File: config.mk
export PLATFORM = sky130hd
export DESIGN_NAME = smab_avg
export DESIGN_NICKNAME = d
export VERILOG_FILES = /design/src/design/smab_pkg.sv /design/src/design/smab_avg.sv
export SDC_FILE = /design/constraint.sdc
export NUM_CORES = 1
export LEC_CHECK = 0
export BUFFER_PORTS_ARGS = -buffer_cell sky130_fd_sc_hd__buf_2
export CORE_ASPECT_RATIO = 1.25
export CORE_MARGIN = 1.5
export CORE_UTILIZATION = 38
export DETAILED_ROUTE_END_ITERATION = 8
export MAX_ROUTING_LAYER = met4
export SLEW_MARGIN = 40
export SYNTH_ARGS = -nofsm -noshare
export SYNTH_HDL_FRONTEND = slang
export SYNTH_SLANG_ARGS = --single-unit
File: constraint.sdc
create_clock -name clk_i -period 18.9 [get_ports clk_i]
set_clock_uncertainty 0.2 [all_clocks]
set_input_delay 0.945 -clock clk_i [delete_from_list [all_inputs] [get_ports clk_i]]
set_output_delay 0.945 -clock clk_i [all_outputs]
set_load 0.01 [all_outputs]
File: src/design/smab_pkg.sv
// ----------------------------------------------------------------------------
// smab_pkg
// shared constants and types of the six-axis moving average with gyro bias
// ----------------------------------------------------------------------------
package smab_pkg;

  localparam int NumChan       = 6;
  localparam int FieldW        = 16;
  localparam int DataW         = NumChan * FieldW;
  localparam int DefWindow     = 10;
  localparam int DefSampleBits = 16;
  localparam int AddrW         = 4;
  localparam int PDataW        = 32;
  localparam int NumBias       = 3;
  localparam int FirstGyro     = 3;

  typedef enum logic [1:0] {
    REG_GYRO_X_BIAS = 2'd0,
    REG_GYRO_Y_BIAS = 2'd1,
    REG_GYRO_Z_BIAS = 2'd2
  } reg_idx_e;

endpackage

File: src/design/smab_avg.sv
// ----------------------------------------------------------------------------
// smab_avg
// signed window sum divided by the window length, truncated toward zero
// ----------------------------------------------------------------------------
module smab_avg import smab_pkg::*; #(
  parameter int Window     = DefWindow,
  parameter int SampleBits = DefSampleBits
) (
  input  logic                                                 clk_i,
  input  logic                                                 en_i,
  input  logic signed [SampleBits+$clog2(Window)-1:0]          sum_i,
  output logic signed [SampleBits:0]                           avg_o
);

  localparam int Lg   = $clog2(Window);
  localparam int SumW = SampleBits + Lg;
  localparam int MulW = SumW + 1;
  localparam int ProdW = 2 * SumW + 1;
  localparam longint unsigned RecipL =
    ((64'd1 << (SumW + Lg)) + 64'(Window) - 64'd1) / 64'(Window);
  localparam logic [MulW-1:0] Recip = MulW'(RecipL);

  logic [SumW-1:0]       mag_q;
  logic                  neg_q;
  logic [ProdW-1:0]      prod;
  logic [SampleBits-1:0] quot_q;
  logic                  neg2_q;

  assign prod = ProdW'(mag_q) * ProdW'(Recip);

  always_ff @(posedge clk_i) begin
    if (en_i) begin
      mag_q  <= sum_i[SumW-1] ? SumW'(-sum_i) : SumW'(sum_i);
      neg_q  <= sum_i[SumW-1];
      quot_q <= prod[SumW+Lg +: SampleBits];
      neg2_q <= neg_q;
    end
  end

  assign avg_o = neg2_q ? -$signed({1'b0, quot_q}) : $signed({1'b0, quot_q});

endmodule

* Word-level counts from Yosys, hierarchy flattened *
Cells that the tools add are included.
W data, S select, Z words.

cells by class
  add/sub/neg operators = 2
  multipliers = 1
  mux-type cells = 2

operator list
  cell                      count
  $mul A20 B20 Y39 const B  1
  $neg A20 Y20              1
  $mux W19                  1
  $mux W17                  1
  $neg A16 Y17              1

word-level totals
  flip-flop bits (word level) = 38
  output and inout port bits = 17
  logic and storage cells = 10
  input bits = 22

* Logic depth before layout (Yosys ltp) *
  word-level depth = 2
  mapped depth = 22
  gate-level depth less buffers = 21

* Worst setup path before layout *
OpenSTA, ideal clock, no wires.

  path kind = flip-flop to flip-flop
  start = register mag_q[8]
  end = register quot_q[14] (data pin)
  data arrival time = 5.566 ns
  stages on the path, launching flop included = 22
  path buffers = 2
  setup slack = 12.874 ns
  clock period less this slack = 6.026 ns
  path through = edfxtp_1 ha_1 clkbuf_1 xor2_1 ha_1 inv_1 fa_1 fa_1 inv_1 fa_1 inv_1 fa_1 inv_1 ha_1 ha_1 clkbuf_1 nand4_1 nor2_1 nand2_1 nor4b_1 a311oi_1 o311a_1

between the ends
  word-level cells in the longest chain between the ends = 1

ends and longest elaborated chain
  element                 line            RTL
  from (decl)             smab_avg.sv:23  logic [SumW-1:0] mag_q;
  from (signal assigned)  smab_avg.sv:33  mag_q <= sum_i[SumW-1] ? SumW'(-sum_i) : SumW'(sum_i);
  $mul A20 B20 Y39        smab_avg.sv:29  assign prod = ProdW'(mag_q) * ProdW'(Recip);
  net prod[38]            smab_avg.sv:25  logic [ProdW-1:0] prod;
  to (signal assigned)    smab_avg.sv:35  quot_q <= prod[SumW+Lg +: SampleBits];
  to (decl)               smab_avg.sv:26  logic [SampleBits-1:0] quot_q;

The timed path passes the listed nets, and every way through them passes these cells.
A chain may end at the register's enable or synchronous reset.

* Final worst setup path *
  start = register mag_q[0]
  end = register quot_q[11] (data pin)

Same word-level chain as after synthesis.

==> metrics.md <==
| Metric | Value |
|---|---|
| Status | finished, final reports clean |
| CP top delay family | adder cells |
| Worst Max-Slew Pin Slew | 611 ps |
| Crit Path Max Fanout | 7 |
| Synth area leader | fa_1 |
| Crit-path slowest cell | a2111oi_1 |
| Largest net degree at the start of global routing | 39 |
| Fin. Hold Viols | 0 |
| Num CTS Buffers | 5 |
| Period utilization | 0.354 |
| Antenna cells | 0 |
| Worst-path clk slew | 60 ps |
| Setup TNS | 0 ps |
| Vias in the first global route | 6,883 |
| Port buffer count | 38 |
| Startpoint Class | flop |
| Avg WL per Cell | 17.5 um |
| Via count | 6,386 |
| CTS tree | done |
| Max Freq | 149 MHz |
| Die width | 142 um |
| Most area-consuming cells after synthesis | fa_1 28%, ha_1 27%, edfxtp_1 12%, inv_1 8.0%, xnor2_1 3.7% |
| Crit-path cells | ha_1, ha_1, inv_1, fa_1, inv_1, fa_1, fa_1, fa_1, inv_1, fa_1, inv_1, ha_1, a21oi_1, o21ai_0, a211oi_1, a2111oi_1, nand2_1, o31ai_1, xor2_1 |
| Clock sink count | 38 |
| Final Setup Violations | 0 |
| Sequential share of the synthesized area | 0.125 |
| DRT antenna net count | 0 |
| Setup Fix Bufs, Post-CTS | 0 |
| Area grow syn2layout | 8.10% |
| Avg Cell Area, Syn | 10.0 um^2 |
| CTS H-Tree Depth | 2 |
| CORE AREA | 23,700 um^2 |
| Synthesized Nets | 1,265 |
| Row cnt | 63 |
| Clock root buffer | clkbuf_16 |
| Iter 0 DRT Violations | 314 |
| Syn Std Cell Area | 9160 um^2 |
| All-Layer GR Usage | 0.196 |
| RSZ-0062 raised after global routing | no |
| Mapped Cells | 915 |
| Final core occ | 0.417 |
| Max transition margin | 0.588 |
| Required @ worst endpoint | 18,810 ps |
| Boundary pin count | 39 |
| Later-pin clock latency in the skew report | 300 ps |
| Asr flop ratio synth | 0 |
| Initial core utilization | 0.386 |
| Post-synth top area share | 0.282 |
| Number of fill cells | 2,329 |
| Most frequent CP cell | fa_1 |
| Crit Path Category | reg2reg |
| Vias per Instance | 5.02 |
| Worst path bufs/invs | 4 |
| Initial antenna violation count | 0 |
| Max Root-Sink Buffers | 2 |
| Die height | 177 um |
| Maxcap violations | 0 |
| Overflow after GRT | 0 |
| Flop2flop setup slack | 12,210 ps |
| Max Transition Viols Final | 0 |
| Routability-driven placement congestion ratio | 0.964 |
| Hold Crit Class | reg2reg |
| Post_cts resized | 0 |
| DRC | 0 |
| Synth warn | 0 |
| Global-route wire length before repair | 36.3 mm |
| Die area | 25,100 um^2 |
| Final min period | 6690 ps |
| Crit. End Element | flop |
| Worst EP arrival | 6600 ps |
| Hpwl dp | 20.0 mm |
| EDFF count, synth | 38 |
| Final nets | 1,297 |
| First-pass DRT Iterations | 5 |
| Post-Route WL | 22.2 mm |
| Max stage delay on crit path | 560 ps |
| Count of different cell masters after synthesis | 49 |
| Post-synth top flop | edfxtp_1 |
| Fraction of layout cells with a size suffix above 1 | 0.0591 |
| Post-CTS Hold Fix Bufs | 0 |
| FF+latch count, synth | 38 |
## cells by family after synthesis
kind of cell / synth area share
adder cells (fa/ha/maj): 0.554
buffers and inverters: 0.0856
AND/OR/NAND/NOR: 0.0781
AO/OA/AOI/OAI: 0.0941
XOR/XNOR: 0.0640
flip-flops: 0.125
## flip-flops by register name, indices dropped and copies added, names as in the netlist
register,flops
neg_q,1
neg2_q,1
quot_q,16
mag_q,20
## area by class of cell
class | count | area, um^2 | area share
Clock buffer | 5 | 125 | 0.0126
Multi-Input combinational cell | 669 | 7240 | 0.731
Tap cell | 325 | 407 | 0.0411
Clock inverter | 3 | 68.8 | 0.00695
Sequential cell | 38 | 1140 | 0.115
Timing Repair Buffer | 38 | 193 | 0.0195
Inverter | 195 | 732 | 0.0739
## through the flow
stage	hold WS (ps)	std cells	area, um^2	setup WS [ps]
after floorplan	200	915	9160	12870
after global placement	202	1265	9710	12070
after detailed placement	212	1265	9710	12090
after CTS	226	1273	9900	12040
after global routing	239	1273	9900	11800
final	232	1273	9900	12210
## synth_stat cells (all sizes together) (3+ instances only)
| cell | count |
|---|---|
| a211oi | 5 |
| a21o | 21 |
| a21oi | 30 |
| a221oi | 3 |
| a31oi | 3 |
| and2 | 12 |
| and3 | 4 |
| clkbuf | 12 |
| edfxtp | 38 |
| fa | 129 |
| ha | 199 |
| inv | 195 |
| nand2 | 52 |
| nand2b | 5 |
| nand3 | 9 |
| nand4 | 12 |
| nor2 | 22 |
| nor3 | 4 |
| o211ai | 4 |
| o21ai | 33 |
| o21bai | 6 |
| o31ai | 10 |
| o41ai | 3 |
| or2 | 5 |
| or3 | 8 |
| or4 | 3 |
| xnor2 | 39 |
| xor2 | 28 |
## placed cells by master, fill, tap and decap left out, drive strengths merged, types with 8 or more instances in the layout
cell type and instances:
a21o 21, a21oi 30, and2 12, buf 38
edfxtp 38, fa 129, ha 199, inv 195
nand2 52, nand3 9, nand4 12, nor2 22
o21ai 33, o31ai 10, or3 8, xnor2 39
xor2 28
## metal layers
layer / wire, um / vias to the layer above / GRT usage
met5: 0 / - / -
met4: 949 / 0 / 0.0803
met3: 627 / 47 / 0.0235
met2: 11700 / 107 / 0.346
met1: 8990 / 3124 / 0.225
li1: - / 3108 / -
## path summary, 6_finish.rpt
kind / startpoint / to / cells past startpoint
setup / recovery: mag_q[0] / quot_q[11] / 19
hold / removal: neg_q / neg2_q / 0
setup reg to reg: mag_q[0] / quot_q[11] / 19
hold reg to reg: neg_q / neg2_q / 0
Power is not shown: default switching activity piles up to over one toggle a cycle in this logic, so the estimate is an artifact.
