==> src/design/smab_pkg.sv <==
// ----------------------------------------------------------------------------
// smab_pkg
// shared constants and types of the six-axis moving average with gyro bias
// ----------------------------------------------------------------------------
package smab_pkg;

  localparam int NumChan       = 6;
  localparam int FieldW        = 16;
  localparam int DataW         = NumChan * FieldW;
  localparam int DefWindow     = 10;
  localparam int DefSampleBits = 16;
  localparam int AddrW         = 4;
  localparam int PDataW        = 32;
  localparam int NumBias       = 3;
  localparam int FirstGyro     = 3;

  typedef enum logic [1:0] {
    REG_GYRO_X_BIAS = 2'd0,
    REG_GYRO_Y_BIAS = 2'd1,
    REG_GYRO_Z_BIAS = 2'd2
  } reg_idx_e;

endpackage

==> src/design/smab_cell.sv <==
// ----------------------------------------------------------------------------
// smab_cell
// one tap of the sample window, holding one sample of every channel
// ----------------------------------------------------------------------------
module smab_cell import smab_pkg::*; #(
  parameter int SampleBits = DefSampleBits
) (
  input  logic                                  clk_i,
  input  logic                                  rst_ni,
  input  logic                                  shift_i,
  input  logic [NumChan-1:0][SampleBits-1:0]    sample_i,
  output logic [NumChan-1:0][SampleBits-1:0]    sample_o
);

  logic [NumChan-1:0][SampleBits-1:0] sample_q;

  always_ff @(posedge clk_i or negedge rst_ni) begin
    if (!rst_ni) begin
      sample_q <= '0;
    end else if (shift_i) begin
      sample_q <= sample_i;
    end
  end

  assign sample_o = sample_q;

endmodule

==> config.mk <==
export PLATFORM = sky130hd
export DESIGN_NAME = smab_cell
export DESIGN_NICKNAME = d
export VERILOG_FILES = /design/src/design/smab_pkg.sv /design/src/design/smab_cell.sv
export SDC_FILE = /design/constraint.sdc
export NUM_CORES = 1
export LEC_CHECK = 0
export BUFFER_PORTS_ARGS = -buffer_cell sky130_fd_sc_hd__buf_2
export CAP_MARGIN = 20
export CORE_MARGIN = 10
export CORE_UTILIZATION = 48
export DETAILED_ROUTE_END_ITERATION = 7
export GPL_ROUTABILITY_DRIVEN = 0
export GPL_TIMING_DRIVEN = 0
export PLACE_DENSITY = 0.84
export SYNTH_ARGS = -nofsm -noshare
export SYNTH_HDL_FRONTEND = slang
export SYNTH_SLANG_ARGS = --single-unit
==> constraint.sdc <==
create_clock -name clk_i -period 1.7 [get_ports clk_i]
set_input_delay 0.085 -clock clk_i [delete_from_list [all_inputs] [get_ports clk_i]]
set_output_delay 0.085 -clock clk_i [all_outputs]
set_load 0.01 [all_outputs]
* Word level (Yosys, flattened, before mapping)
Index checks and enable logic that the tools add are counted.
Storage, ports and cells: bits in registers 96, input bits 99, output and inout bits 96, word-level logic and storage cells 6

* Longest topological paths before layout
Gate-level depths: netlist (run 1).
depth after elaboration 0, gate-level depth with buffers 4

* Least setup slack after synthesis (run 1)
Ideal clock, no wire load.
path type input to register, start point input port shift_i, end point register sample_q (netlist bit sample_o[10]), setup time 125 ps, arrival 757 ps, data required time 1575 ps, path slack 818 ps, cell stages on the path 4, cell sequence buf_6 -> buf_8 -> buf_12 -> mux2_4
RTL lines:
- start, declared | line smab_cell.sv:10 | input logic shift_i,
- end signal, assigned | line smab_cell.sv:21 | sample_q <= sample_i;
- end, declared | line smab_cell.sv:15 | logic [NumChan-1:0][SampleBits-1:0] sample_q;
No word-level cell between the ends.

* Final worst setup path (run 1)
start point register sample_q (netlist bit sample_o[9]), end point output port sample_o[9] (netlist name)
RTL lines:
- end, declared | line smab_cell.sv:12 | output logic [NumChan-1:0][SampleBits-1:0] sample_o
No word-level cell between the ends.

==> flow_metrics.py, run 1 <==
metrics = {
    "critical_path": {
        "worst_r2r_startpoint": "sample_o[55]",
        "startpoint": "sample_o[9]",
        "crit_family": "flip-flops",
        "worst-path-buf-inv": 1,
        "worstSetupStartpointType": "register",
        "r2r-end": "sample_o[55]",
        "crit_arrival_ns": 0.91,
        "cp_max_fo": 2,
        "crit_chain": "buf_2",
        "regToRegSetupSlack_ns": 0.89,
        "slowest_stage": "dfrtp_1",
        "worstRegToRegCells": 1,
        "crit_path_max_incr_delay_ns": 0.41,
        "crit_type": "register to primary output",
        "cp.required_ns": 1.62,
        "cp-end-kind": "primary output",
    },
    "floorplan": {
        "die_w_um": 108.6,
        "dieArea_sq_um": 11790,
        "die_h_um": 108.6,
        "io_pins": 195,
        "start_util": 0.4897,
        "core.rowCount": 32,
        "core_sq_um": 7687,
    },
    "cells_and_area": {
        "n_fill_cell": 430,
        "synthToLayoutAreaGrowth_pct": 60.92,
        "drive_above_1_share": 0.6176,
        "final_area_sq_um": 6058,
        "seq_area_sq_um": 2402,
        "final_util": 0.7881,
        "largest_register_ffs": 96,
        "multiInputGateArea_sq_um": 1231,
        "instances_no_fill": 612,
        "antenna_cells": 0,
        "nNetsFinal": 604,
    },
    "global_routing": {
        "grt_max_degree": 53,
        "grt_use_total": 0.2010,
        "globalRoute.totalOverflow": 0,
        "antenna_found_initial": 0,
        "grt_pass1_vias": 3400,
        "grt_pass1_wl_mm": 18.52,
    },
    "yosys": {
        "synth-seq-area-share": 0.6381,
        "syn_inst": 203,
        "synth.ff_latch_count": 96,
        "netlist-cell-type-count": 7,
        "ys_warn_count": 0,
        "synth_nets": 302,
        "synth_area_per_cell_sq_um": 18.55,
        "synth_area_sq_um": 3765,
    },
    "drt": {
        "viasPerCell": 4.722,
        "dr.first_iter.drc_count": 96,
        "routed_wl_mm": 11.84,
        "drc": 0,
        "ant_nets": 0,
        "wl_per_cell_um": 19.35,
        "firstDrtPassIters": 4,
        "via_count": 2890,
    },
    "clocking": {
        "root_buffer": "clkbuf_8",
        "post_cts_buffers": 0,
        "cts.sinks": 96,
        "cts_buffers": 9,
        "cts_tree": "yes",
        "path_clk_slew_ns": 0.10,
        "insertion_delay_ns": 0.34,
        "htreeDepth": 3,
        "cts_buffer_depth": 2,
    },
    "power": {
        "p_int_mw": 3.904,
        "peakVddDrop_mv": 0.6168,
        "pwr-share-clk": 0.281,
        "switchingPower_mw": 1.361,
        "p_leak_nw": 3.015,
        "seqPwrFrac": 0.500,
        "swShare": 0.2584,
        "powerDensity_nw_per_um2": 868.9,
        "total_power_mw": 5.264,
        "share_comb_of_total_power": 0.218,
    },
    "timing": {
        "relSlewSlack": 0.6046,
        "holdWs_ns": 0.2052,
        "grt_setup_unrepaired": "no",
        "finalCriticalPeriod_ns": 0.9945,
        "slew_violations": 0,
        "fin_ws_ns": 0.7055,
        "finClkSkew_ns": 0,
        "finalSetupViolCount": 0,
        "max_freq_mhz": 1006,
        "finalCritPeriodShare": 0.5850,
        "timing_hold_violations_final": 0,
        "setup_tns_ns": 0,
        "tightest_slew_ns": 0.5930,
    },
    "placement": {
        "dpl_cell_area_sq_um": 4888,
        "port_buffers": 193,
        "post-place-ws_ns": 0.7277,
        "hpwlAfterDp_mm": 7.650,
        "dpl.cell_count": 499,
    },
    "run": {
        "drv.max_cap_violation_count": 0,
    },
    "min_path": {
        "min-delay-start": "shift_i",
        "holdPathEnd": "sample_o[95]",
        "hold_path_depth": 3,
        "hp-class": "primary input to register",
    },
    "run_status": {
        "status": "finished, final reports clean",
    },
}
-- worst max-delay path by stage --
stage,endpoint,slack [ns],depth (start not counted)
floorplan,sample_o[10],0.82,4
global placement,sample_o[92],-0.30,1
detailed placement,sample_o[68],0.73,3
CTS,sample_o[4],0.69,1
global route,sample_o[31],0.64,3
finish,sample_o[9],0.71,1
-- routing by layer --
metal | vias to the layer above | share of wire | GRT usage
li1 | 1318 | - | -
met1 | 1421 | 0.37 | 0.2190
met2 | 134 | 0.50 | 0.3384
met3 | 17 | 0.11 | 0.09280
met4 | 0 | 0.019 | 0.07156
met5 | - | 0 | 0
-- power groups by stage --
stage	logic [mW]	registers [mW]	clock network, mW
6_report	1.15	2.63	1.48
5_1_grt	1.23	2.67	1.61
4_1_cts	1.14	2.63	1.53
3_5_place_dp	0.963	2.67	0
3_3_place_gp	0.930	2.65	0
2_1_floorplan	0.364	2.78	0
-- cells in the mapped netlist (all sizes together) --
master,number,area share
buf,11,0.035
mux2,96,0.33
dfrtp,96,0.64
-- worst min-delay path: stages --
cell and delay, ns:
buf_6 0.10, buf_8 0.17, mux2_2 0.17
-- final cells by class --
| type | instances | area share |
|---|---|---|
| Buffer | 11 | 0.02169 |
| Clock buffer | 12 | 0.02396 |
| Clock inverter | 4 | 0.008881 |
| Multi-Input combinational cell | 96 | 0.2032 |
| Sequential cell | 96 | 0.3965 |
| Tap cell | 102 | 0.02107 |
| Timing Repair Buffer | 291 | 0.3247 |
-- placed cells by master, fill, tap and decap left out, types with 2 or more instances in the layout --
master / netlist / final
mux2_2: 56 / 56
mux2_4: 40 / 40
dlygate4sd3_1: 0 / 97
buf_2: 5 / 197
clkbuf_8: 0 / 10
clkbuf_1: 0 / 2
clkinvlp_4: 0 / 2
dfrtp_1: 96 / 96
buf_12: 4 / 4
-- logic make-up after synthesis --
logic type,Yosys count,synth area share
mux,96,0.3270
buf+inv,11,0.03489
flops,96,0.6381
-- repair_timing --
action / CTS / global route
resized for setup: 0 / 0
hold buffers: 97 / 0
hold endpoints to repair: 140 / 0
No activity file was read; power rests on OpenSTA's default activity.
==> run 2: changes to the inputs <==
--- a/config.mk
+++ b/config.mk
@@ -5,14 +5,15 @@
 export SDC_FILE = /design/constraint.sdc
 export NUM_CORES = 1
 export LEC_CHECK = 0
+export ABC_AREA = 1
 export BUFFER_PORTS_ARGS = -buffer_cell sky130_fd_sc_hd__buf_2
 export CAP_MARGIN = 20
 export CORE_MARGIN = 10
-export CORE_UTILIZATION = 48
+export CORE_UTILIZATION = 44
 export DETAILED_ROUTE_END_ITERATION = 7
 export GPL_ROUTABILITY_DRIVEN = 0
 export GPL_TIMING_DRIVEN = 0
-export PLACE_DENSITY = 0.84
+export PLACE_DENSITY = 0.79
 export SYNTH_ARGS = -nofsm -noshare
 export SYNTH_HDL_FRONTEND = slang
 export SYNTH_SLANG_ARGS = --single-unit
==> constraint.sdc (replaced) <==
create_clock -name clk_i -period 1 [get_ports clk_i]
set_input_delay 0.05 -clock clk_i [delete_from_list [all_inputs] [get_ports clk_i]]
set_output_delay 0.05 -clock clk_i [all_outputs]
set_load 0.01 [all_outputs]
==> run 2 against run 1 <==
  * Flip-flop and latch count unchanged
  * Clock-buffer cell count decreased by 2
  * Clock power increased by 71%
  * Area after synthesis is 3.6% lower
==> flow_metrics.py, run 2 <==
metrics = {
    "floorplan": {
        "core_sq_um": 8134,
        "io_pins": 195,
        "start_util": 0.4462,
        "core.rowCount": 33,
        "die_h_um": 110.8,
        "die_w_um": 110.8,
        "dieArea_sq_um": 12280,
    },
    "critical_path": {
        "worst_r2r_startpoint": "sample_o[25]",
        "worstRegToRegCells": 3,
        "cp-end-kind": "primary output",
        "slowest_stage": "dfrtp_1",
        "cp.required_ns": 0.95,
        "crit_path_max_incr_delay_ns": 0.41,
        "r2r-end": "sample_o[25]",
        "worst-path-buf-inv": 1,
        "regToRegSetupSlack_ns": 0.25,
        "worstSetupStartpointType": "register",
        "crit_type": "register to primary output",
        "crit_family": "flip-flops",
        "crit_arrival_ns": 0.92,
        "crit_chain": "buf_2",
        "cp_max_fo": 2,
    },
    "timing": {
        "max_freq_mhz": 1035,
        "finalSetupViolCount": 0,
        "setup_tns_ns": 0,
        "tightest_slew_ns": 0.3494,
        "finClkSkew_ns": 0,
        "finalCritPeriodShare": 0.9664,
        "timing_hold_violations_final": 0,
        "finalCriticalPeriod_ns": 0.9664,
        "relSlewSlack": 0.7670,
        "slew_violations": 0,
    },
    "yosys": {
        "synthFlopType": "dfrtp_1",
        "synth_common_cells": "288 x nand2_1, 96 x dfrtp_1, 10 x buf_2, 9 x buf_4, 2 x buf_6",
        "synth.ff_latch_count": 96,
        "ys_warn_count": 0,
        "yosysMostFrequentCell": "nand2_1",
        "synth-edff-count": 0,
        "synth_nets": 505,
        "synth-seq-area-share": 0.6618,
        "synth_area_sq_um": 3630,
        "synth_area_per_cell_sq_um": 8.940,
        "synth_area_leader_cell": "dfrtp_1",
        "async_flop_share": 1.000,
        "synth_top_area_frac": 0.6618,
        "synth_area_leaders": "dfrtp_1 66%, nand2_1 30%, buf_4 1.9%",
        "netlist-cell-type-count": 6,
        "syn_inst": 406,
    },
    "drt": {
        "routed_wl_mm": 13.28,
        "drc": 0,
        "ant_nets": 0,
        "via_count": 3802,
        "wl_per_cell_um": 16.15,
        "dr.first_iter.drc_count": 288,
        "viasPerCell": 4.625,
        "firstDrtPassIters": 4,
    },
    "cells_and_area": {
        "seq_area_sq_um": 2402,
        "largest_register_ffs": 96,
        "drive_above_1_share": 0.3278,
        "final_common_cell": "nand2_1",
        "instances_no_fill": 822,
        "synthToLayoutAreaGrowth_pct": 64.32,
        "n_fill_cell": 547,
        "mostFrequentLayoutCells": "288 x nand2_1, 201 x buf_2, 97 x dlygate4sd3_1",
        "nNetsFinal": 811,
        "antenna_cells": 0,
        "multiInputGateArea_sq_um": 1081,
    },
    "run_status": {
        "status": "finished, final reports clean",
    },
    "min_path": {
        "hp-class": "primary input to register",
        "hold_path_depth": 4,
        "min-delay-start": "shift_i",
        "holdPathEnd": "sample_o[79]",
    },
    "power": {
        "p_leak_nw": 3.433,
        "peakVddDrop_mv": 0.7156,
        "powerDensity_nw_per_um2": 1458,
    },
    "clocking": {
        "cts.sinks": 96,
        "cts_buffer_depth": 2,
        "cts_buffers": 9,
        "path_clk_slew_ns": 0.10,
        "cts_tree": "yes",
        "insertion_delay_ns": 0.34,
        "root_buffer": "clkbuf_8",
        "htreeDepth": 3,
    },
    "run": {
        "drv.max_cap_violation_count": 0,
    },
    "global_routing": {
        "grt_pass1_wl_mm": 21.28,
        "globalRoute.totalOverflow": 0,
        "grt_use_total": 0.2106,
        "antenna_found_initial": 0,
        "grt_pass1_vias": 4050,
        "grt_max_degree": 64,
    },
    "placement": {
        "hpwlAfterDp_mm": 8.294,
        "port_buffers": 193,
        "dpl.cell_count": 705,
    },
}
-- run 2: cell types whose count changed in the layout (fill, tap and decap cells not counted), sizes merged --
cell      change
mux2         -96
clkinv        +2
nand2       +288
clkbuf        -2
buf          +14
inv           +2
clkinvlp      -1
-- run 2: layout make-up --
| type | instances | area share |
|---|---|---|
| repair buffers | 295 | 0.3365 |
| multi-input cells | 288 | 0.1812 |
| clock buffers | 10 | 0.02140 |
| clock inverters | 6 | 0.01154 |
| plain buffers | 21 | 0.02349 |
| well taps | 105 | 0.02203 |
| flip-flops and latches | 96 | 0.4028 |
| inverters | 1 | 0.001049 |
-- run 2: power by group --
part           total (mW)  internal (mW)  leakage [nW]  switching, mW
clock network        2.53           1.17        0.0968           1.36
registers            4.41           4.22          1.17          0.191
logic                1.76          0.844          2.17          0.911
-- run 2: cell families (layout without fill, tap and decap cells) --
| kind of cell | Yosys count | count (layout) | synth area share |
|---|---|---|---|
| buf+inv | 22 | 333 | 0.04033 |
| flops | 96 | 96 | 0.6618 |
| simple gates | 288 | 288 | 0.2978 |
-- run 2: worst register-to-register path, stage by stage (launching register included) --
cell and delay (ns):
dfrtp_1 0.40, buf_4 0.14, nand2_1 0.05, nand2_1 0.06
-- run 2: worst max path at each step --
stage | start | end | slack (ns) | depth (start not counted)
after floorplan | shift_i | sample_o[10] | 0.29 | 5
after global placement | rst_ni | sample_o[17] | -1.0 | 1
after detailed placement | shift_i | sample_o[50] | 0.16 | 6
after CTS | sample_o[25] | sample_o[25] | 0.02 | 1
after global routing | sample_o[87] | sample_o[87] | -0.002 | 1
final | sample_o[87] | sample_o[87] | 0.03 | 1
-- run 2: per-layer routing --
metal / GRT usage / up-vias / routed length [um]
met2: 0.3715 / 162 / 6892
met4: 0.06858 / 0 / 252
met5: 0 / - / 0
li1: - / 1827 / -
met1: 0.2250 / 1793 / 4856
met3: 0.08171 / 20 / 1276
-- run 2: per-stage QoR --
stage	setup WS [ns]	hold slack (ns)	utilization	power, mW	area [sq um]
3_5_place_dp	0.1625	0.04197	0.5848	5.864	4757
3_3_place_gp	-0.9963	0.2490	0.5811	5.795	4727
4_1_cts	0.01557	0.1642	0.7283	8.694	5924
6_report	0.03362	0.1875	0.7333	8.696	5964
2_1_floorplan	0.2939	-0.2456	-	5.066	3630
5_1_grt	-0.002036	0.1748	0.7333	9.158	5964
-- run 2: repair_timing --
item	4_1_cts	5_1_grt
setup buffers	0	4
setup endpoints to repair	0	24
endpoints found under the hold margin	129	0
resized for setup	0	2
hold buffers	97	0
==> run 3: changes to the inputs <==
--- a/config.mk
+++ b/config.mk
@@ -9,11 +9,11 @@
 export BUFFER_PORTS_ARGS = -buffer_cell sky130_fd_sc_hd__buf_2
 export CAP_MARGIN = 20
 export CORE_MARGIN = 10
-export CORE_UTILIZATION = 44
+export CORE_UTILIZATION = 48
 export DETAILED_ROUTE_END_ITERATION = 7
 export GPL_ROUTABILITY_DRIVEN = 0
 export GPL_TIMING_DRIVEN = 0
-export PLACE_DENSITY = 0.79
+export PLACE_DENSITY = 0.85
 export SYNTH_ARGS = -nofsm -noshare
 export SYNTH_HDL_FRONTEND = slang
 export SYNTH_SLANG_ARGS = --single-unit
==> constraint.sdc (replaced) <==
create_clock -name clk_i -period 1.2 [get_ports clk_i]
set_input_delay 0.06 -clock clk_i [delete_from_list [all_inputs] [get_ports clk_i]]
set_output_delay 0.06 -clock clk_i [all_outputs]
set_load 0.01 [all_outputs]
==> run 3 against run 2 <==
  * Flip-flop and latch count unchanged
  * Register-to-register slack improved by 0.25 ns
  * Worst hold slack got worse by 0.022 ns
  * Core utilization increased by 8.0 points
  * Critical path depth unchanged
  * Critical path type unchanged
  * Critical endpoint is now sample_o[13]
  * Largest cell class unchanged
==> flow_metrics.py, run 3 (same netlist as run 2, synthesis figures left out) <==
metrics = {
    "run_status": {
        "status": "finished, final reports clean",
    },
    "cells_and_area": {
        "nNetsFinal": 807,
        "final_util": 0.8130,
        "drive_above_1_share": 0.3254,
        "n_fill_cell": 399,
        "mostFrequentLayoutCells": "288 x nand2_1, 202 x buf_2, 97 x dlygate4sd3_1",
        "instances_no_fill": 814,
        "final_common_cell": "nand2_1",
        "synthToLayoutAreaGrowth_pct": 63.32,
        "largest_register_ffs": 96,
    },
    "critical_path": {
        "crit_family": "flip-flops",
        "worst-path-buf-inv": 1,
        "crit_arrival_ns": 0.94,
        "cp-end-kind": "primary output",
        "cp.required_ns": 1.14,
        "crit_chain": "buf_2",
        "worstSetupStartpointType": "register",
        "cp_max_fo": 2,
        "crit_path_max_incr_delay_ns": 0.42,
        "slowest_stage": "dfrtp_1",
        "crit_type": "register to primary output",
    },
    "power": {
        "total_power_mw": 7.304,
        "powerDensity_nw_per_um2": 1232,
        "p_leak_nw": 3.416,
        "peakVddDrop_mv": 0.7261,
    },
    "timing": {
        "tightest_slew_ns": 0.3591,
        "finalCritPeriodShare": 0.8331,
        "relSlewSlack": 0.7606,
        "finalCriticalPeriod_ns": 0.9997,
        "finalSetupViolCount": 0,
        "slew_violations": 0,
        "timing_hold_violations_final": 0,
        "max_freq_mhz": 1000,
        "grt_setup_unrepaired": "no",
        "finClkSkew_ns": 0,
    },
    "clocking": {
        "root_buffer": "clkbuf_8",
        "cts_buffer_depth": 2,
        "path_clk_slew_ns": 0.10,
        "cts_buffers": 9,
        "cts_hold_buf": 97,
        "htreeDepth": 3,
        "ctsResizeCount": 0,
        "cts_tree": "yes",
        "insertion_delay_ns": 0.35,
        "post_cts_buffers": 0,
        "cts.sinks": 96,
    },
    "min_path": {
        "hp-class": "primary input to asynchronous set/reset pin",
    },
    "drt": {
        "ant_nets": 0,
        "drc": 0,
        "routed.top_layer": "met4",
        "viasPerCell": 4.817,
        "wl_per_cell_um": 17.27,
        "dr.first_iter.drc_count": 159,
        "via_count": 3921,
        "met1_length_mm": 5.222,
        "routed_wl_mm": 14.05,
        "met2_wirelength_mm": 7.048,
        "met3_length_mm": 1.341,
        "firstDrtPassIters": 5,
    },
    "global_routing": {
        "grt_pass1_wl_mm": 22.07,
        "grt_pass1_vias": 4166,
        "grt_max_degree": 73,
        "antenna_found_initial": 2,
        "grt_use_total": 0.2456,
        "globalRoute.totalOverflow": 0,
    },
    "floorplan": {
        "core_sq_um": 7292,
        "core.rowCount": 31,
        "start_util": 0.4978,
        "io_pins": 195,
        "dieArea_sq_um": 11440,
        "die_w_um": 107.0,
        "die_h_um": 107.0,
    },
    "run": {
        "drv.max_cap_violation_count": 0,
    },
    "placement": {
        "dpl.cell_count": 699,
        "port_buffers": 193,
        "hpwlAfterDp_mm": 8.164,
    },
}
## run 3: power breakdown
part           switching (mW)  internal, mW
sequential              0.162          3.52
combinational           0.775         0.686
clock                    1.13          1.03
## run 3: layout make-up
| cell class | instances | area [sq um] | area share |
|---|---|---|---|
| Antenna cell | 2 | 5.005 | 0.0008442 |
| Buffer | 21 | 140.1 | 0.02364 |
| Clock buffer | 10 | 137.6 | 0.02322 |
| Clock inverter | 6 | 65.06 | 0.01098 |
| Inverter | 1 | 6.256 | 0.001055 |
| Multi-Input combinational cell | 288 | 1081 | 0.1824 |
| Sequential cell | 96 | 2402 | 0.4052 |
| Tap cell | 99 | 123.9 | 0.02089 |
| Timing Repair Buffer | 291 | 1967 | 0.3318 |
## run 3: worst paths after layout
| kind | from | to | slack, ns | cells after the start |
|---|---|---|---|---|
| min in group clk_i | shift_i | sample_o[64] | 0.17 | 4 |
| worst min register to register | sample_o[28] | sample_o[28] | 0.47 | 2 |
| worst max-delay path | sample_o[13] | sample_o[13] | 0.20 | 1 |
| max in group asynchronous | rst_ni | sample_o[30] | 0.36 | 3 |
| worst min-delay path | rst_ni | sample_o[93] | 0.17 | 2 |
| worst max register to register | sample_o[13] | sample_o[13] | 0.50 | 2 |
## run 3: routing by layer
| metal | vias to the layer above | GRT usage |
|---|---|---|
| met5 | - | 0 |
| met4 | 0 | 0.1238 |
| met3 | 38 | 0.07365 |
| met2 | 207 | 0.4263 |
| met1 | 1865 | 0.2670 |
| li1 | 1811 | - |
## run 3: through the flow
stage | worst slack [ns] | instance area [sq um] | hold slack (ns) | setup TNS, ns
6_report | 0.2003 | 5928 | 0.1657 | 0
5_1_grt | 0.1879 | 5928 | 0.1636 | 0
4_1_cts | 0.2157 | 5923 | 0.1252 | 0
3_5_place_dp | 0.3555 | 4750 | -0.01899 | 0
3_3_place_gp | -0.7713 | 4720 | 0.2592 | -73.59
2_1_floorplan | 0.4839 | 3630 | -0.2356 | 0
